--- config.mk ---
export PLATFORM = sky130hd
export DESIGN_NAME = temperature_seven_segment_sequencer_top_flat
export DESIGN_NICKNAME = d
export VERILOG_FILES = /design/src/rtl/tss_pkg.sv /design/src/rtl/tss_if.sv /design/src/rtl/tss_regs.sv /design/src/rtl/tss_convert.sv /design/src/rtl/tss_sequencer.sv /design/src/rtl/temperature_seven_segment_sequencer_top.sv /design/src/flat_wrapper.sv
export SDC_FILE = /design/constraint.sdc
export NUM_CORES = 1
export LEC_CHECK = 0
export BUFFER_PORTS_ARGS = -buffer_cell sky130_fd_sc_hd__buf_2
export CAP_MARGIN = 20
export CORE_MARGIN = 5
export CORE_UTILIZATION = 25
export CTS_BUF_LIST = sky130_fd_sc_hd__clkbuf_4 sky130_fd_sc_hd__clkbuf_8
export DETAILED_ROUTE_END_ITERATION = 10
export PLACE_DENSITY = 0.51
export SETUP_SLACK_MARGIN = 0.15
export SLEW_MARGIN = 10
export SYNTH_ARGS = -nofsm -noshare
export SYNTH_HDL_FRONTEND = slang
export SYNTH_SLANG_ARGS = --single-unit
--- constraint.sdc ---
create_clock -name clk -period 7.8 [get_ports clk]
set_input_delay 0.78 -clock clk [delete_from_list [all_inputs] [get_ports clk]]
set_output_delay 0.78 -clock clk [all_outputs]
set_load 0.02 [all_outputs]
--- src/rtl/tss_pkg.sv ---
// Shared types, constants and segment tables for the temperature display sequencer.
`default_nettype none

package tss_pkg;

    // Field widths
    localparam int SAMPLE_W        = 12;
    localparam int SAMPLE_BITS_DEF = 12;
    localparam int SEG_W           = 7;
    localparam int DIGIT_W         = 4;
    localparam int HUND_W          = 3;
    localparam int Q_W             = 16;   // scaled magnitude, below 59400

    // Configuration port
    localparam int PADDR_W = 3;
    localparam int PDATA_W = 32;
    localparam logic REG_UNIT_SELECT = 1'b0;   // word index of unit_select

    localparam logic UNIT_F = 1'b0;
    localparam logic UNIT_C = 1'b1;

    // Conversion constants: temperature = (K * s - OFF * 2^N) / (D * 2^N)
    localparam logic [Q_W-1:0] K_C   = 16'd6600;
    localparam logic [Q_W-1:0] K_F   = 16'd59400;
    localparam logic [Q_W-1:0] OFF_C = 16'd800;
    localparam logic [Q_W-1:0] OFF_F = 16'd960;

    // Reciprocals, 16 fraction bits
    localparam int RECIP39 = 1680;
    localparam int RECIP5  = 13107;
    localparam int RECIP10 = 6554;
    localparam int RECIP10_SMALL = 205;   // 11 fraction bits, valid below 80

    // Segment codes
    localparam logic [SEG_W-1:0] SEG_BLANK    = 7'h00;
    localparam logic [SEG_W-1:0] SEG_MINUS    = 7'h40;
    localparam logic [SEG_W-1:0] SEG_LETTER_F = 7'h71;
    localparam logic [SEG_W-1:0] SEG_LETTER_C = 7'h39;

    typedef struct packed {
        logic               neg;
        logic               hund_en;
        logic [HUND_W-1:0]  hund;
        logic [DIGIT_W-1:0] tens;
        logic [DIGIT_W-1:0] ones;
        logic               unit;
    } tss_temp_t;

    function automatic logic [SEG_W-1:0] digit_seg(input logic [DIGIT_W-1:0] d);
        logic [SEG_W-1:0] seg;
        unique case (d)
            4'd0:    seg = 7'h3F;
            4'd1:    seg = 7'h06;
            4'd2:    seg = 7'h5B;
            4'd3:    seg = 7'h4F;
            4'd4:    seg = 7'h66;
            4'd5:    seg = 7'h6D;
            4'd6:    seg = 7'h7D;
            4'd7:    seg = 7'h07;
            4'd8:    seg = 7'h7F;
            4'd9:    seg = 7'h6F;
            default: seg = SEG_BLANK;
        endcase
        return seg;
    endfunction

endpackage

`default_nettype wire

--- src/rtl/tss_if.sv ---
// Valid/ready channel interfaces for samples and display codes.
`default_nettype none

interface tss_sample_if;
    logic                         valid;
    logic                         ready;
    logic [tss_pkg::SAMPLE_W-1:0] sample;

    modport source (output valid, output sample, input ready);
    modport sink   (input valid, input sample, output ready);
endinterface

interface tss_code_if;
    logic                      valid;
    logic                      ready;
    logic [tss_pkg::SEG_W-1:0] segments;
    logic                      long_hold;
    logic                      last;

    modport source (output valid, output segments, output long_hold, output last, input ready);
    modport sink   (input valid, input segments, input long_hold, input last, output ready);
endinterface

`default_nettype wire

--- src/rtl/tss_regs.sv ---
// APB-style register block holding the unit select.
`default_nettype none

module tss_regs (
    input  wire logic                        clk,
    input  wire logic                        rst_n,
    input  wire logic                        psel,
    input  wire logic                        penable,
    input  wire logic                        pwrite,
    input  wire logic [tss_pkg::PADDR_W-1:0] paddr,
    input  wire logic [tss_pkg::PDATA_W-1:0] pwdata,
    output logic      [tss_pkg::PDATA_W-1:0] prdata,
    output logic                             pready,
    output logic                             unit_select
);
    import tss_pkg::*;

    logic unit_reg;
    logic wr_unit;

    // word index is paddr[2]; byte lanes ignored
    assign wr_unit     = psel && penable && pwrite && (paddr[2] == REG_UNIT_SELECT);
    assign pready      = 1'b1;
    assign unit_select = unit_reg;
    assign prdata      = (paddr[2] == REG_UNIT_SELECT) ? {{(PDATA_W-1){1'b0}}, unit_reg}
                                                       : '0;

    always_ff @(posedge clk or negedge rst_n)
    begin
        if (!rst_n)
        begin
            unit_reg <= UNIT_F;
        end
        else if (wr_unit)
        begin
            unit_reg <= pwdata[0];
        end
    end

endmodule

`default_nettype wire

--- src/rtl/tss_convert.sv ---
// Pipelined sample-to-digits conversion: scale, offset, divide, split into digits.
`default_nettype none

module tss_convert #(
    parameter int SAMPLE_BITS = tss_pkg::SAMPLE_BITS_DEF
) (
    input  wire logic          clk,
    input  wire logic          rst_n,
    input  wire logic          unit_select,
    tss_sample_if.sink         sample_ch,
    output logic               temp_valid,
    input  wire logic          temp_ready,
    output tss_pkg::tss_temp_t temp
);
    import tss_pkg::*;

    localparam int SW   = (SAMPLE_BITS < SAMPLE_W) ? SAMPLE_BITS : SAMPLE_W;
    localparam int DW   = SAMPLE_BITS + Q_W;
    localparam int NSTG = 9;

    logic [NSTG-1:0] v_reg;
    logic [NSTG-1:0] en;

    // stage payloads
    logic [SW-1:0]  s0_reg;
    logic           u0_reg;
    logic [DW-1:0]  prod1_reg;
    logic           u1_reg;
    logic [Q_W-1:0] q2_reg;
    logic           n2_reg, u2_reg;
    logic [26:0]    p39_3_reg;
    logic [Q_W-1:0] q3_reg;
    logic           n3_reg, u3_reg;
    logic [10:0]    c39_4_reg;
    logic           n4_reg, u4_reg;
    logic [24:0]    p5_5_reg;
    logic [10:0]    c39_5_reg;
    logic           n5_reg, u5_reg;
    logic [9:0]     mag6_reg;
    logic           n6_reg, u6_reg;
    logic [22:0]    p10_7_reg;
    logic [9:0]     mag7_reg;
    logic           n7_reg, u7_reg;
    tss_temp_t      temp_reg;

    // combinational stage logic
    logic [DW-1:0]  prod_next;
    logic [DW-1:0]  off;
    logic [DW-1:0]  diff;
    logic           neg_next;
    logic [Q_W-1:0] q_next;
    logic [10:0]    est39;
    logic [16:0]    r39;
    logic [10:0]    c39_next;
    logic [8:0]     est5;
    logic [10:0]    r5;
    logic [8:0]     c5;
    logic [9:0]     mag_next;
    logic [6:0]     t1;
    logic [9:0]     ones_w;
    logic [13:0]    ph;
    logic [HUND_W-1:0] hund;
    logic [6:0]     tens_w;
    tss_temp_t      temp_next;

    // a stage loads when empty or when its content moves on
    always_comb
    begin
        en[NSTG-1] = !v_reg[NSTG-1] || temp_ready;
        for (int k = NSTG - 2; k >= 0; k--)
        begin
            en[k] = !v_reg[k] || en[k+1];
        end
    end

    assign sample_ch.ready = en[0];
    assign temp_valid      = v_reg[NSTG-1];
    assign temp            = temp_reg;

    always_ff @(posedge clk or negedge rst_n)
    begin
        if (!rst_n)
        begin
            v_reg <= '0;
        end
        else
        begin
            if (en[0])
            begin
                v_reg[0] <= sample_ch.valid;
            end
            for (int k = 1; k < NSTG; k++)
            begin
                if (en[k])
                begin
                    v_reg[k] <= v_reg[k-1];
                end
            end
        end
    end

    always_comb
    begin
        // stage 1: scale
        prod_next = DW'(s0_reg) * DW'((u0_reg == UNIT_C) ? K_C : K_F);

        // stage 2: offset, sign and drop the 2^N denominator
        off = DW'((u1_reg == UNIT_C) ? OFF_C : OFF_F) << SAMPLE_BITS;
        neg_next = prod1_reg < off;
        diff = neg_next ? (off - prod1_reg) : (prod1_reg - off);
        q_next = Q_W'(diff >> SAMPLE_BITS);

        // stage 4: divide by 39 with one correction step
        est39 = p39_3_reg[26:16];
        r39 = 17'(q3_reg) - 17'(est39) * 17'd39;
        c39_next = (r39 >= 17'd39) ? 11'(est39 + 11'd1) : est39;

        // stage 6: divide by 5 for Fahrenheit
        est5 = p5_5_reg[24:16];
        r5 = c39_5_reg - 11'(est5) * 11'd5;
        c5 = (r5 >= 11'd5) ? 9'(est5 + 9'd1) : est5;
        mag_next = (u5_reg == UNIT_C) ? c39_5_reg[9:0] : 10'(c5);

        // stage 8: decimal digits
        t1 = p10_7_reg[22:16];
        ones_w = mag7_reg - 10'(t1) * 10'd10;
        ph = 14'(t1) * 14'(RECIP10_SMALL);
        hund = ph[13:11];
        tens_w = t1 - 7'(hund) * 7'd10;

        temp_next.neg     = n7_reg;
        temp_next.hund_en = t1 >= 7'd10;
        temp_next.hund    = hund;
        temp_next.tens    = tens_w[DIGIT_W-1:0];
        temp_next.ones    = ones_w[DIGIT_W-1:0];
        temp_next.unit    = u7_reg;
    end

    always_ff @(posedge clk)
    begin
        if (en[0])
        begin
            s0_reg <= sample_ch.sample[SW-1:0];
            u0_reg <= unit_select;
        end
        if (en[1])
        begin
            prod1_reg <= prod_next;
            u1_reg    <= u0_reg;
        end
        if (en[2])
        begin
            q2_reg <= q_next;
            n2_reg <= neg_next;
            u2_reg <= u1_reg;
        end
        if (en[3])
        begin
            p39_3_reg <= 27'(q2_reg) * 27'(RECIP39);
            q3_reg    <= q2_reg;
            n3_reg    <= n2_reg;
            u3_reg    <= u2_reg;
        end
        if (en[4])
        begin
            c39_4_reg <= c39_next;
            n4_reg    <= n3_reg;
            u4_reg    <= u3_reg;
        end
        if (en[5])
        begin
            p5_5_reg  <= 25'(c39_4_reg) * 25'(RECIP5);
            c39_5_reg <= c39_4_reg;
            n5_reg    <= n4_reg;
            u5_reg    <= u4_reg;
        end
        if (en[6])
        begin
            mag6_reg <= mag_next;
            n6_reg   <= n5_reg;
            u6_reg   <= u5_reg;
        end
        if (en[7])
        begin
            p10_7_reg <= 23'(mag6_reg) * 23'(RECIP10);
            mag7_reg  <= mag6_reg;
            n7_reg    <= n6_reg;
            u7_reg    <= u6_reg;
        end
        if (en[8])
        begin
            temp_reg <= temp_next;
        end
    end

    // digits out of the last stage must be decimal
    a_digits_decimal: assert property (@(posedge clk) disable iff (!rst_n)
        v_reg[NSTG-1] |-> (temp_reg.tens < 4'd10) && (temp_reg.ones < 4'd10))
        else $error("tss_convert: non-decimal digit");

endmodule

`default_nettype wire

--- src/rtl/tss_sequencer.sv ---
// Steps through the display run of one temperature and registers each code.
`default_nettype none

module tss_sequencer (
    input  wire logic             clk,
    input  wire logic             rst_n,
    input  wire logic             temp_valid,
    output logic                  temp_ready,
    input  wire tss_pkg::tss_temp_t temp,
    tss_code_if.source            code_ch
);
    import tss_pkg::*;

    typedef enum logic [3:0] {
        SL_MINUS,
        SL_MINUS_GAP,
        SL_HUND,
        SL_TENS,
        SL_TENS_GAP,
        SL_ONES,
        SL_ONES_GAP,
        SL_UNIT,
        SL_END
    } slot_t;

    slot_t            state_reg, state_next;
    slot_t            start_slot;
    tss_temp_t        cur_reg;
    logic             cur_valid_reg;
    logic             out_valid_reg;
    logic [SEG_W-1:0] seg_reg;
    logic             hold_reg;
    logic             last_reg;

    logic             load_out, emit, finish, take;
    logic [SEG_W-1:0] seg_next;
    logic             hold_next;
    logic             last_next;

    assign load_out   = !out_valid_reg || code_ch.ready;
    assign emit       = cur_valid_reg && load_out;
    assign finish     = emit && (state_reg == SL_END);
    assign temp_ready = !cur_valid_reg || finish;
    assign take       = temp_valid && temp_ready;

    assign code_ch.valid     = out_valid_reg;
    assign code_ch.segments  = seg_reg;
    assign code_ch.long_hold = hold_reg;
    assign code_ch.last      = last_reg;

    always_comb
    begin
        if (temp.neg)
        begin
            start_slot = SL_MINUS;
        end
        else if (temp.hund_en)
        begin
            start_slot = SL_HUND;
        end
        else
        begin
            start_slot = SL_TENS;
        end
    end

    always_comb
    begin
        state_next = state_reg;
        seg_next   = SEG_BLANK;
        hold_next  = 1'b0;
        last_next  = 1'b0;
        unique case (state_reg)
            SL_MINUS:
            begin
                seg_next   = SEG_MINUS;
                hold_next  = 1'b1;
                state_next = SL_MINUS_GAP;
            end
            SL_MINUS_GAP:
            begin
                state_next = cur_reg.hund_en ? SL_HUND : SL_TENS;
            end
            SL_HUND:
            begin
                seg_next   = digit_seg(DIGIT_W'(cur_reg.hund));
                hold_next  = 1'b1;
                state_next = SL_TENS;
            end
            SL_TENS:
            begin
                seg_next   = digit_seg(cur_reg.tens);
                hold_next  = 1'b1;
                state_next = SL_TENS_GAP;
            end
            SL_TENS_GAP:
            begin
                state_next = SL_ONES;
            end
            SL_ONES:
            begin
                seg_next   = digit_seg(cur_reg.ones);
                hold_next  = 1'b1;
                state_next = SL_ONES_GAP;
            end
            SL_ONES_GAP:
            begin
                state_next = SL_UNIT;
            end
            SL_UNIT:
            begin
                seg_next   = (cur_reg.unit == UNIT_C) ? SEG_LETTER_C : SEG_LETTER_F;
                hold_next  = 1'b1;
                state_next = SL_END;
            end
            SL_END:
            begin
                last_next = 1'b1;
            end
            default:
            begin
                state_next = SL_END;
            end
        endcase
    end

    always_ff @(posedge clk or negedge rst_n)
    begin
        if (!rst_n)
        begin
            state_reg     <= SL_END;
            cur_valid_reg <= 1'b0;
            out_valid_reg <= 1'b0;
            seg_reg       <= SEG_BLANK;
            hold_reg      <= 1'b0;
            last_reg      <= 1'b0;
        end
        else
        begin
            if (emit)
            begin
                out_valid_reg <= 1'b1;
                seg_reg       <= seg_next;
                hold_reg      <= hold_next;
                last_reg      <= last_next;
            end
            else if (code_ch.ready)
            begin
                out_valid_reg <= 1'b0;
            end

            if (take)
            begin
                state_reg     <= start_slot;
                cur_valid_reg <= 1'b1;
            end
            else
            begin
                if (emit)
                begin
                    state_reg <= state_next;
                end
                if (finish)
                begin
                    cur_valid_reg <= 1'b0;
                end
            end
        end
    end

    always_ff @(posedge clk)
    begin
        if (take)
        begin
            cur_reg <= temp;
        end
    end

    a_short_is_blank: assert property (@(posedge clk) disable iff (!rst_n)
        out_valid_reg && !hold_reg |-> seg_reg == SEG_BLANK)
        else $error("tss_sequencer: short pause with lit segments");

    a_last_is_blank: assert property (@(posedge clk) disable iff (!rst_n)
        out_valid_reg && last_reg |-> !hold_reg && (seg_reg == SEG_BLANK))
        else $error("tss_sequencer: run does not end in a blank");

    a_hund_only_when_due: assert property (@(posedge clk) disable iff (!rst_n)
        cur_valid_reg && (state_reg == SL_HUND) |-> cur_reg.hund_en)
        else $error("tss_sequencer: hundreds slot for a two-digit value");

    a_minus_only_when_neg: assert property (@(posedge clk) disable iff (!rst_n)
        cur_valid_reg && (state_reg == SL_MINUS || state_reg == SL_MINUS_GAP)
        |-> cur_reg.neg)
        else $error("tss_sequencer: minus sign for a non-negative value");

endmodule

`default_nettype wire

--- src/rtl/temperature_seven_segment_sequencer_top.sv ---
// Top level of the temperature seven-segment display sequencer.
//
// Usage:
//   sample_ch (sink) takes one sensor sample per transaction. The low
//   SAMPLE_BITS bits stand for a voltage of sample * 3.3 / 2^SAMPLE_BITS.
//   code_ch (source) gives one seven-segment code per transaction with a
//   hold flag (long_hold) and a marker on the run's final code (last).
//   Each sample yields a run of 6 to 9 codes: optional minus and blank,
//   optional hundreds digit, tens, blank, ones, blank, unit letter, blank.
//   The APB port holds unit_select at byte address 0 (0 = Fahrenheit,
//   1 = Celsius); write it only while no sample is in flight.
// Path: a sample passes through the nine conversion stages, the sequencer's
//   digit register and the code register before the first code of its run
//   is valid.
// Throughput: the code sequencer gives one code per cycle while code_ch.ready
//   stays high, so one sample per run of codes. The pipeline keeps taking
//   samples while a run is being sent, up to its depth.
// Reset: rst_n clears unit_select to Fahrenheit and empties the pipeline.
// Stall: with code_ch.ready low the current code holds; the pipeline stages
//   fill up, then sample_ch.ready drops. Nothing is lost or repeated.
`default_nettype none

module temperature_seven_segment_sequencer_top #(
    parameter int SAMPLE_BITS = tss_pkg::SAMPLE_BITS_DEF
) (
    input  wire logic                        clk,
    input  wire logic                        rst_n,
    tss_sample_if.sink                       sample_ch,
    tss_code_if.source                       code_ch,
    input  wire logic                        psel,
    input  wire logic                        penable,
    input  wire logic                        pwrite,
    input  wire logic [tss_pkg::PADDR_W-1:0] paddr,
    input  wire logic [tss_pkg::PDATA_W-1:0] pwdata,
    output logic      [tss_pkg::PDATA_W-1:0] prdata,
    output logic                             pready
);
    import tss_pkg::*;

    logic      unit_select;
    logic      temp_valid;
    logic      temp_ready;
    tss_temp_t temp;

    // configuration register
    tss_regs u_regs (
        .clk         (clk),
        .rst_n       (rst_n),
        .psel        (psel),
        .penable     (penable),
        .pwrite      (pwrite),
        .paddr       (paddr),
        .pwdata      (pwdata),
        .prdata      (prdata),
        .pready      (pready),
        .unit_select (unit_select)
    );

    // sample -> sign and decimal digits, one sample per cycle unless temp_ready holds the pipeline
    tss_convert #(
        .SAMPLE_BITS (SAMPLE_BITS)
    ) u_convert (
        .clk         (clk),
        .rst_n       (rst_n),
        .unit_select (unit_select),
        .sample_ch   (sample_ch),
        .temp_valid  (temp_valid),
        .temp_ready  (temp_ready),
        .temp        (temp)
    );

    // digits -> run of display codes
    tss_sequencer u_sequencer (
        .clk        (clk),
        .rst_n      (rst_n),
        .temp_valid (temp_valid),
        .temp_ready (temp_ready),
        .temp       (temp),
        .code_ch    (code_ch)
    );

endmodule

`default_nettype wire
--- src/flat_wrapper.sv ---
// flat-port wrapper written by rule: the top's interface ports become plain ports
module temperature_seven_segment_sequencer_top_flat import tss_pkg::*;
#(
    parameter int SAMPLE_BITS = tss_pkg::SAMPLE_BITS_DEF
)
  (clk, rst_n, psel, penable, pwrite, paddr, pwdata, prdata, pready, sample_ch_valid, sample_ch_sample, sample_ch_ready, code_ch_valid, code_ch_segments, code_ch_long_hold, code_ch_last, code_ch_ready);
  tss_sample_if sample_ch_i ();
  tss_code_if code_ch_i ();
  input  wire logic clk;
  input  wire logic rst_n;
  input  wire logic psel;
  input  wire logic penable;
  input  wire logic pwrite;
  input  wire logic [tss_pkg::PADDR_W-1:0] paddr;
  input  wire logic [tss_pkg::PDATA_W-1:0] pwdata;
  output logic      [tss_pkg::PDATA_W-1:0] prdata;
  output logic pready;
  input wire logic [$bits(sample_ch_i.valid)-1:0] sample_ch_valid;
  input wire logic [$bits(sample_ch_i.sample)-1:0] sample_ch_sample;
  output wire logic [$bits(sample_ch_i.ready)-1:0] sample_ch_ready;
  output wire logic [$bits(code_ch_i.valid)-1:0] code_ch_valid;
  output wire logic [$bits(code_ch_i.segments)-1:0] code_ch_segments;
  output wire logic [$bits(code_ch_i.long_hold)-1:0] code_ch_long_hold;
  output wire logic [$bits(code_ch_i.last)-1:0] code_ch_last;
  input wire logic [$bits(code_ch_i.ready)-1:0] code_ch_ready;
  assign sample_ch_i.valid = sample_ch_valid;
  assign sample_ch_i.sample = sample_ch_sample;
  assign sample_ch_ready = sample_ch_i.ready;
  assign code_ch_valid = code_ch_i.valid;
  assign code_ch_segments = code_ch_i.segments;
  assign code_ch_long_hold = code_ch_i.long_hold;
  assign code_ch_last = code_ch_i.last;
  assign code_ch_i.ready = code_ch_ready;
  temperature_seven_segment_sequencer_top #(.SAMPLE_BITS(SAMPLE_BITS)) u_core (.clk(clk), .rst_n(rst_n), .sample_ch(sample_ch_i), .code_ch(code_ch_i), .psel(psel), .penable(penable), .pwrite(pwrite), .paddr(paddr), .pwdata(pwdata), .prdata(prdata), .pready(pready));
endmodule
==> run_results.csv, run 1 <==
group,metric,value,unit
outcome,status,"finished, final reports clean",
clock_tree,clockBufferDepth,3,
clock_tree,clockRootBuffer,"clkbuf_8",
clock_tree,cts.hold.buffers_added,0,
sta,fin_crit,6.35,ns
setup_path,worstReg2RegEnd,"u_core.u_convert.prod1_reg[27]$_DFFE_PP_",
yosys,synth_top_family_by_area,"adder cells",
routing,wl,40.1,mm
routing,drc,0,
setup_path,rrSetupSlack,1.45,ns
clock_tree,numCtsBuffers,42,
finish,drive_gt1_share,6.59,%
setup_path,critPathLaunchType,"flop",
grt,grt_max_degree,30,
sta,period_share,81.4,%
sta,grt_setup_unrepaired,"no",
yosys,synth-main-ff-cell,"edfxtp_1",
routing,drt_iter0_markers,416,
setup_path,cp.required,8.13,ns
sta,setup-tns-final,0,ns
finish,area_delta_synth_final,11.0,%
grt,grt_overflow,0,
yosys,synth_area,21300,sq um
setup_path,critPathCaptureType,"flop",
yosys,synth_most_common_cell,"inv_1",
routing,via_count,13200,
floorplanning,rows,107,
finish,num_antenna_cells,0,
yosys,async_reset_ff_share,11.4,%
yosys,synth_common_cells,"461 x inv_1, 399 x ha_1, 180 x fa_1",
grt,grt_pass1_vias,14100,
floorplanning,start_util,25.1,%
grt,grt.total_usage,9.06,%
sta,hold_violations,0,
finish,largest_reg_flops,25,
routing,dr.pass1.iters,4,
floorplanning,die_h,302,um
clock_tree,clk_latency,0.61,ns
sta,slew-limit-headroom,33.3,%
sta,setup_violations,0,
run,drv_cap,0,
setup_path,criticalPathCategory,"flop to flop",
placement,portBuffers,32,
routing,antenna_left,0,
grt,grt_pass1_wl,68.8,mm
yosys,synthXorXnorAreaFrac,4.36,%
yosys,synth.distinct_cells,80,
yosys,yosys.area.top_type,"edfxtp_1",
yosys,synth_compound_area_share,7.79,%
yosys,yosysSeqAreaShare,29.3,%
yosys,synthTopCellsByArea,"edfxtp_1 24%, ha_1 23%, fa_1 17%",
sta,tightest_slew,1.00,ns
placement,place_congestion,0.819,
placement,dp_hpwl,33.6,mm
worst_hold_path,holdCritPathClass,"primary input to async pin",
clock_tree,cts_sinks,219,
routing,routedWlPerCell,12.4,um
yosys,synth_warnings,0,
yosys,synth.top_cell.area_share,24.4,%
grt,antenna_found_initial,1,
setup_path,ff2ff_path_depth,18,
clock_tree,htree_levels,2,
floorplanning,design.die.area,91200,sq um
yosys,synth.avg_cell_area,10.6,sq um
setup_path,critPathMaxFanout,19,
sta,final_max_slew_viol_count,0,
yosys,synthMuxAreaShare,1.58,%
setup_path,arrival,6.68,ns
clock_tree,path_clk_slew,0.07,ns
floorplanning,io_pins,98,
floorplanning,core,84900,sq um
yosys,synthAdderAreaFrac,40.3,%
sta,finalClockSkew,0.0285,ns
routing,via_per_inst,4.07,
finish,layout.nets,2695,
clock_tree,tritoncts,"done",
setup_path,regToRegStartpoint,"u_core.u_convert.u0_reg$_DFFE_PP_",
floorplanning,die_w,302,um
yosys,ys_ff_latch,219,
yosys,synth_edf_count,173,
yosys,netlist_instances,2001,
sta,max_clock_freq,0.158,GHz
yosys,synthSimpleGateAreaFrac,7.04,%
clock_tree,cts_setup_buffers,0,
clock_tree,ctsResizeCount,0,
## cell usage in the layout (no fill, tap or decap), types with 20 or more instances in the layout
| cell type | netlist | routed |
|---|---|---|
| buf_2 | 2 | 32 |
| mux2i_1 | 24 | 24 |
| nor2b_1 | 20 | 20 |
| ha_1 | 399 | 399 |
| dfxtp_1 | 21 | 21 |
| xnor2_1 | 68 | 68 |
| fa_1 | 180 | 180 |
| nand2b_1 | 25 | 25 |
| nand3_1 | 20 | 20 |
| conb_1 | 2 | 32 |
| nor3_1 | 20 | 20 |
| clkbuf_8 | 0 | 42 |
| nand2_1 | 89 | 89 |
| dfrtp_1 | 24 | 24 |
| o21ai_0 | 60 | 60 |
| a21oi_1 | 71 | 71 |
| edfxtp_1 | 173 | 173 |
| xor2_1 | 38 | 38 |
| a21o_1 | 23 | 23 |
| inv_1 | 461 | 461 |
| nor2_1 | 65 | 65 |
## critical path, stage by stage, from the launching register on
cell	delay, ns
edfxtp_1	0.82
nand2_1	0.24
inv_1	0.22
fa_1	0.46
fa_1	0.54
fa_1	0.44
fa_1	0.55
inv_1	0.06
fa_1	0.52
inv_1	0.05
ha_1	0.36
a21o_1	0.18
a21o_1	0.18
a21oi_1	0.31
o311ai_1	0.22
a2111o_1	0.43
a31o_2	0.24
a21oi_1	0.17
xnor2_1	0.10
## kinds of logic (layout without fill, tap and decap cells)
| family | after synthesis | count (layout) |
|---|---|---|
| AOI/OAI and AO/OA | 249 | 249 |
| xor gates and xnor gates | 106 | 106 |
| adders and majority gates | 579 | 579 |
| buffers and inverters | 510 | 572 |
| DFF | 219 | 219 |
| muxes | 32 | 32 |
| other | 2 | 32 |
| and+or+nand+nor | 304 | 304 |
## final cells by class
class                           count  area [sq um]
Sequential cell                   219          6240
Timing Repair Buffer               35           183
Fill cell                        8898         61200
Tap cell                         1144          1430
Inverter                          462          1730
Clock inverter                     24           268
Clock buffer                       51           646
Multi-Input combinational cell   1302         13100
## routing by layer
metal  track usage [%]  vias up  share of wire (%)
li1                  -     6660                  -
met1              11.3     6309                 45
met2              16.2      143                 49
met3              1.47       65                3.0
met4              2.72        0                2.4
met5                 0        -                  0
## stage by stage
stage	cells	hold WS, ns	utilization, %	setup slack (ns)	cell area (sq um)
global route	3237	0.189	27.9	1.11	23600
floorplan	2031	0.400	-	2.11	21400
finish	3237	0.188	27.9	1.45	23600
CTS	3237	0.149	27.9	1.39	23600
global placement	3162	0.404	26.8	1.52	22700
detailed placement	3162	0.408	26.8	1.42	22700
## worst max path at each step
stage,cells after the start,slack [ns],from,to
after floorplan,19,2.11,u_core.u_convert.u0_reg$_DFFE_PP_,u_core.u_convert.prod1_reg[27]$_DFFE_PP_
after global placement,18,1.52,u_core.u_convert.u0_reg$_DFFE_PP_,u_core.u_convert.prod1_reg[27]$_DFFE_PP_
after detailed placement,18,1.42,u_core.u_convert.u0_reg$_DFFE_PP_,u_core.u_convert.prod1_reg[27]$_DFFE_PP_
after CTS,18,1.39,u_core.u_convert.u0_reg$_DFFE_PP_,u_core.u_convert.prod1_reg[27]$_DFFE_PP_
after global routing,18,1.11,u_core.u_convert.u0_reg$_DFFE_PP_,u_core.u_convert.prod1_reg[27]$_DFFE_PP_
final,18,1.45,u_core.u_convert.u0_reg$_DFFE_PP_,u_core.u_convert.prod1_reg[27]$_DFFE_PP_
Power of run 1 is left out: the tool's default activity adds up to more than one toggle a clock period on the data nets, which glitch-free logic cannot reach.
==> run 2, diff against run 1 <==
--- a/config.mk
+++ b/config.mk
@@ -5,6 +5,7 @@
 export SDC_FILE = /design/constraint.sdc
 export NUM_CORES = 1
 export LEC_CHECK = 0
+export ABC_AREA = 1
 export BUFFER_PORTS_ARGS = -buffer_cell sky130_fd_sc_hd__buf_2
 export CAP_MARGIN = 20
 export CORE_MARGIN = 5
==> constraint.sdc (replaced) <==
create_clock -name clk -period 6.5 [get_ports clk]
set_input_delay 0.65 -clock clk [delete_from_list [all_inputs] [get_ports clk]]
set_output_delay 0.65 -clock clk [all_outputs]
set_load 0.02 [all_outputs]
==> run 2 against run 1 <==
Flip-flop and latch count did not move. Core utilization fell by 0.078 points. Critical path type unchanged. Synthesized area rose by 8.5%. Global-route usage rose by 0.41 points. Cell count rose by 20%. Via count rose by 21%. Fmax rose by 18%. Worst setup slack got worse by 0.34 ns. Worst hold slack got worse by 0.12 ns.
==> run_results.csv, run 2 <==
group,metric,value,unit
routing,antenna_left,0,
routing,wl,46.6,mm
sta,hold_violations,0,
finish,final_cell_mix,"626 x inv_1, 463 x nand2_1, 399 x ha_1",
setup_path,critPathLaunchType,"flop",
grt,grt_pass1_vias,15800,
routing,via_count,16000,
yosys,synth-main-ff-cell,"edfxtp_1",
grt,grt_max_degree,32,
routing,via_per_inst,4.11,
setup_path,criticalPathCategory,"flop to flop",
clock_tree,cts.hold.buffers_added,0,
finish,final_common_cell,"inv_1",
clock_tree,htree_levels,2,
grt,grt_pass1_wl,78.0,mm
worst_hold_path,holdCritPathClass,"primary input to async pin",
floorplanning,die_h,314,um
setup_path,critPathMaxFanout,15,
finish,drive_gt1_share,5.78,%
sta,final_max_slew_viol_count,0,
yosys,synth.top_cell.area_share,22.5,%
finish,fillCellCount,9873,
floorplanning,core,91700,sq um
routing,drt_iter0_markers,772,
setup_path,critPathCaptureType,"flop",
clock_tree,clockRootBuffer,"clkbuf_8",
sta,setup_violations,0,
sta,max_clock_freq,0.185,GHz
yosys,synth_edf_count,173,
finish,largest_reg_flops,25,
yosys,synth_area,23100,sq um
grt,antenna_found_initial,1,
placement,dp_hpwl,39.3,mm
clock_tree,clockBufferDepth,3,
sta,slew-limit-headroom,41.7,%
finish,finalInstanceArea,25500,sq um
clock_tree,tritoncts,"done",
run,drv_cap,0,
yosys,synthTopCellsByArea,"edfxtp_1 22%, ha_1 22%, fa_1 16%",
yosys,yosysSeqAreaShare,27.0,%
grt,grt.total_usage,9.47,%
clock_tree,cts_setup_buffers,0,
clock_tree,cts_sinks,219,
clock_tree,numCtsBuffers,41,
finish,area_delta_synth_final,10.1,%
yosys,synth_common_cells,"626 x inv_1, 463 x nand2_1, 399 x ha_1",
routing,dr.pass1.iters,5,
clock_tree,clk_latency,0.59,ns
floorplanning,rows,111,
yosys,synth.avg_cell_area,8.89,sq um
yosys,netlist_instances,2600,
finish,layout.nets,3299,
sta,finalClockSkew,0.0308,ns
sta,setup-tns-final,0,ns
yosys,synth_warnings,0,
yosys,ys_ff_latch,219,
sta,grt_setup_unrepaired,"no",
setup_path,regToRegStartpoint,"u_core.u_convert.u0_reg$_DFFE_PP_",
floorplanning,io_pins,98,
setup_path,arrival,5.74,ns
sta,fin_crit,5.39,ns
sta,tightest_slew,0.872,ns
routing,drc,0,
setup_path,cp.required,6.85,ns
setup_path,cp-startpoint,"u_core.u_convert.u0_reg$_DFFE_PP_",
outcome,status,"finished, final reports clean",
floorplanning,design.die.area,98600,sq um
yosys,async_reset_ff_share,11.4,%
grt,grt_overflow,0,
yosys,synth_most_common_cell,"inv_1",
placement,place_congestion,0.820,
floorplanning,die_w,314,um
floorplanning,start_util,25.2,%
placement,postPlaceCellArea,24600,sq um
placement,portBuffers,32,
clock_tree,ctsResizeCount,0,
sta,period_share,82.9,%
yosys,yosys.area.top_type,"edfxtp_1",
yosys,synth.distinct_cells,57,
routing,routedWlPerCell,12.0,um
clock_tree,path_clk_slew,0.06,ns
## run 2: logic make-up (layout without fill, tap and decap cells)
group | after synthesis | count (layout) | synth area share, %
fa+ha+maj | 579 | 579 | 37.2
compound gates | 246 | 246 | 6.29
other cells | 2 | 33 | 0.0325
xor+xnor | 93 | 93 | 3.52
flops | 219 | 219 | 27.0
simple gates | 782 | 782 | 14.3
buf+inv | 679 | 747 | 11.7
## run 2: per-layer routing
metal  vias up  part of all wire [%]  global-route usage [%]
met3        53                   2.9                    1.35
met2       143                    47                    16.0
met4         0                   1.7                    2.20
li1       8328                     -                       -
met5         -                     0                       0
met1      7462                    49                    12.9
## run 2: layout make-up
type	count	area [sq um]	share of cell area, %
Multi-Input combinational cell	1732	14300	56.1
Sequential cell	219	6240	24.5
Inverter	635	2380	9.36
Tap cell	1186	1480	5.83
Clock buffer	63	748	2.94
Timing Repair Buffer	37	205	0.806
Clock inverter	12	103	0.403
Antenna cell	1	2.50	0.00983
## run 2: final timing paths
kind | endpoint | cells after the start | slack, ns
worst max-delay path | u_core.u_convert.prod1_reg[25]$_DFFE_PP_ | 20 | 1.11
worst min-delay path | u_core.u_sequencer.code_ch.segments[5]$_DFFE_PN0P_ | 1 | 0.07
worst max register to register | u_core.u_convert.prod1_reg[25]$_DFFE_PP_ | 20 | 1.11
worst min register to register | u_core.u_convert.temp[1]$_DFFE_PP_ | 0 | 0.42
max in group asynchronous | u_core.u_convert.v_reg[5]$_DFFE_PN0P_ | 1 | 6.01
min in group clk | u_core.u_convert.s0_reg[1]$_DFFE_PP_ | 1 | 0.23
## run 2: critical path: stages (launching register included)
cell      delay [ns]
edfxtp_1        0.56
buf_4           0.28
nand2_1         0.14
fa_1            0.55
inv_1           0.04
ha_1            0.28
inv_1           0.06
fa_1            0.50
fa_1            0.55
inv_1           0.06
fa_1            0.48
ha_1            0.38
a21o_1          0.20
a31oi_1         0.21
nand2_1         0.12
a21oi_1         0.33
o21bai_1        0.15
nand3_1         0.11
nand2_1         0.05
nand2_1         0.05
nand2_1         0.05
## run 2: stage by stage
step	hold WS, ns	utilization [%]	cells	setup slack, ns
2_1_floorplan	0.354	-	2630	1.59
3_3_place_gp	0.405	26.8	3808	1.09
3_5_place_dp	0.406	26.8	3808	1.11
4_1_cts	0.0363	27.8	3883	1.08
5_1_grt	0.0812	27.8	3885	0.779
6_report	0.0729	27.8	3885	1.11
Power of run 2 is left out for the same reason.
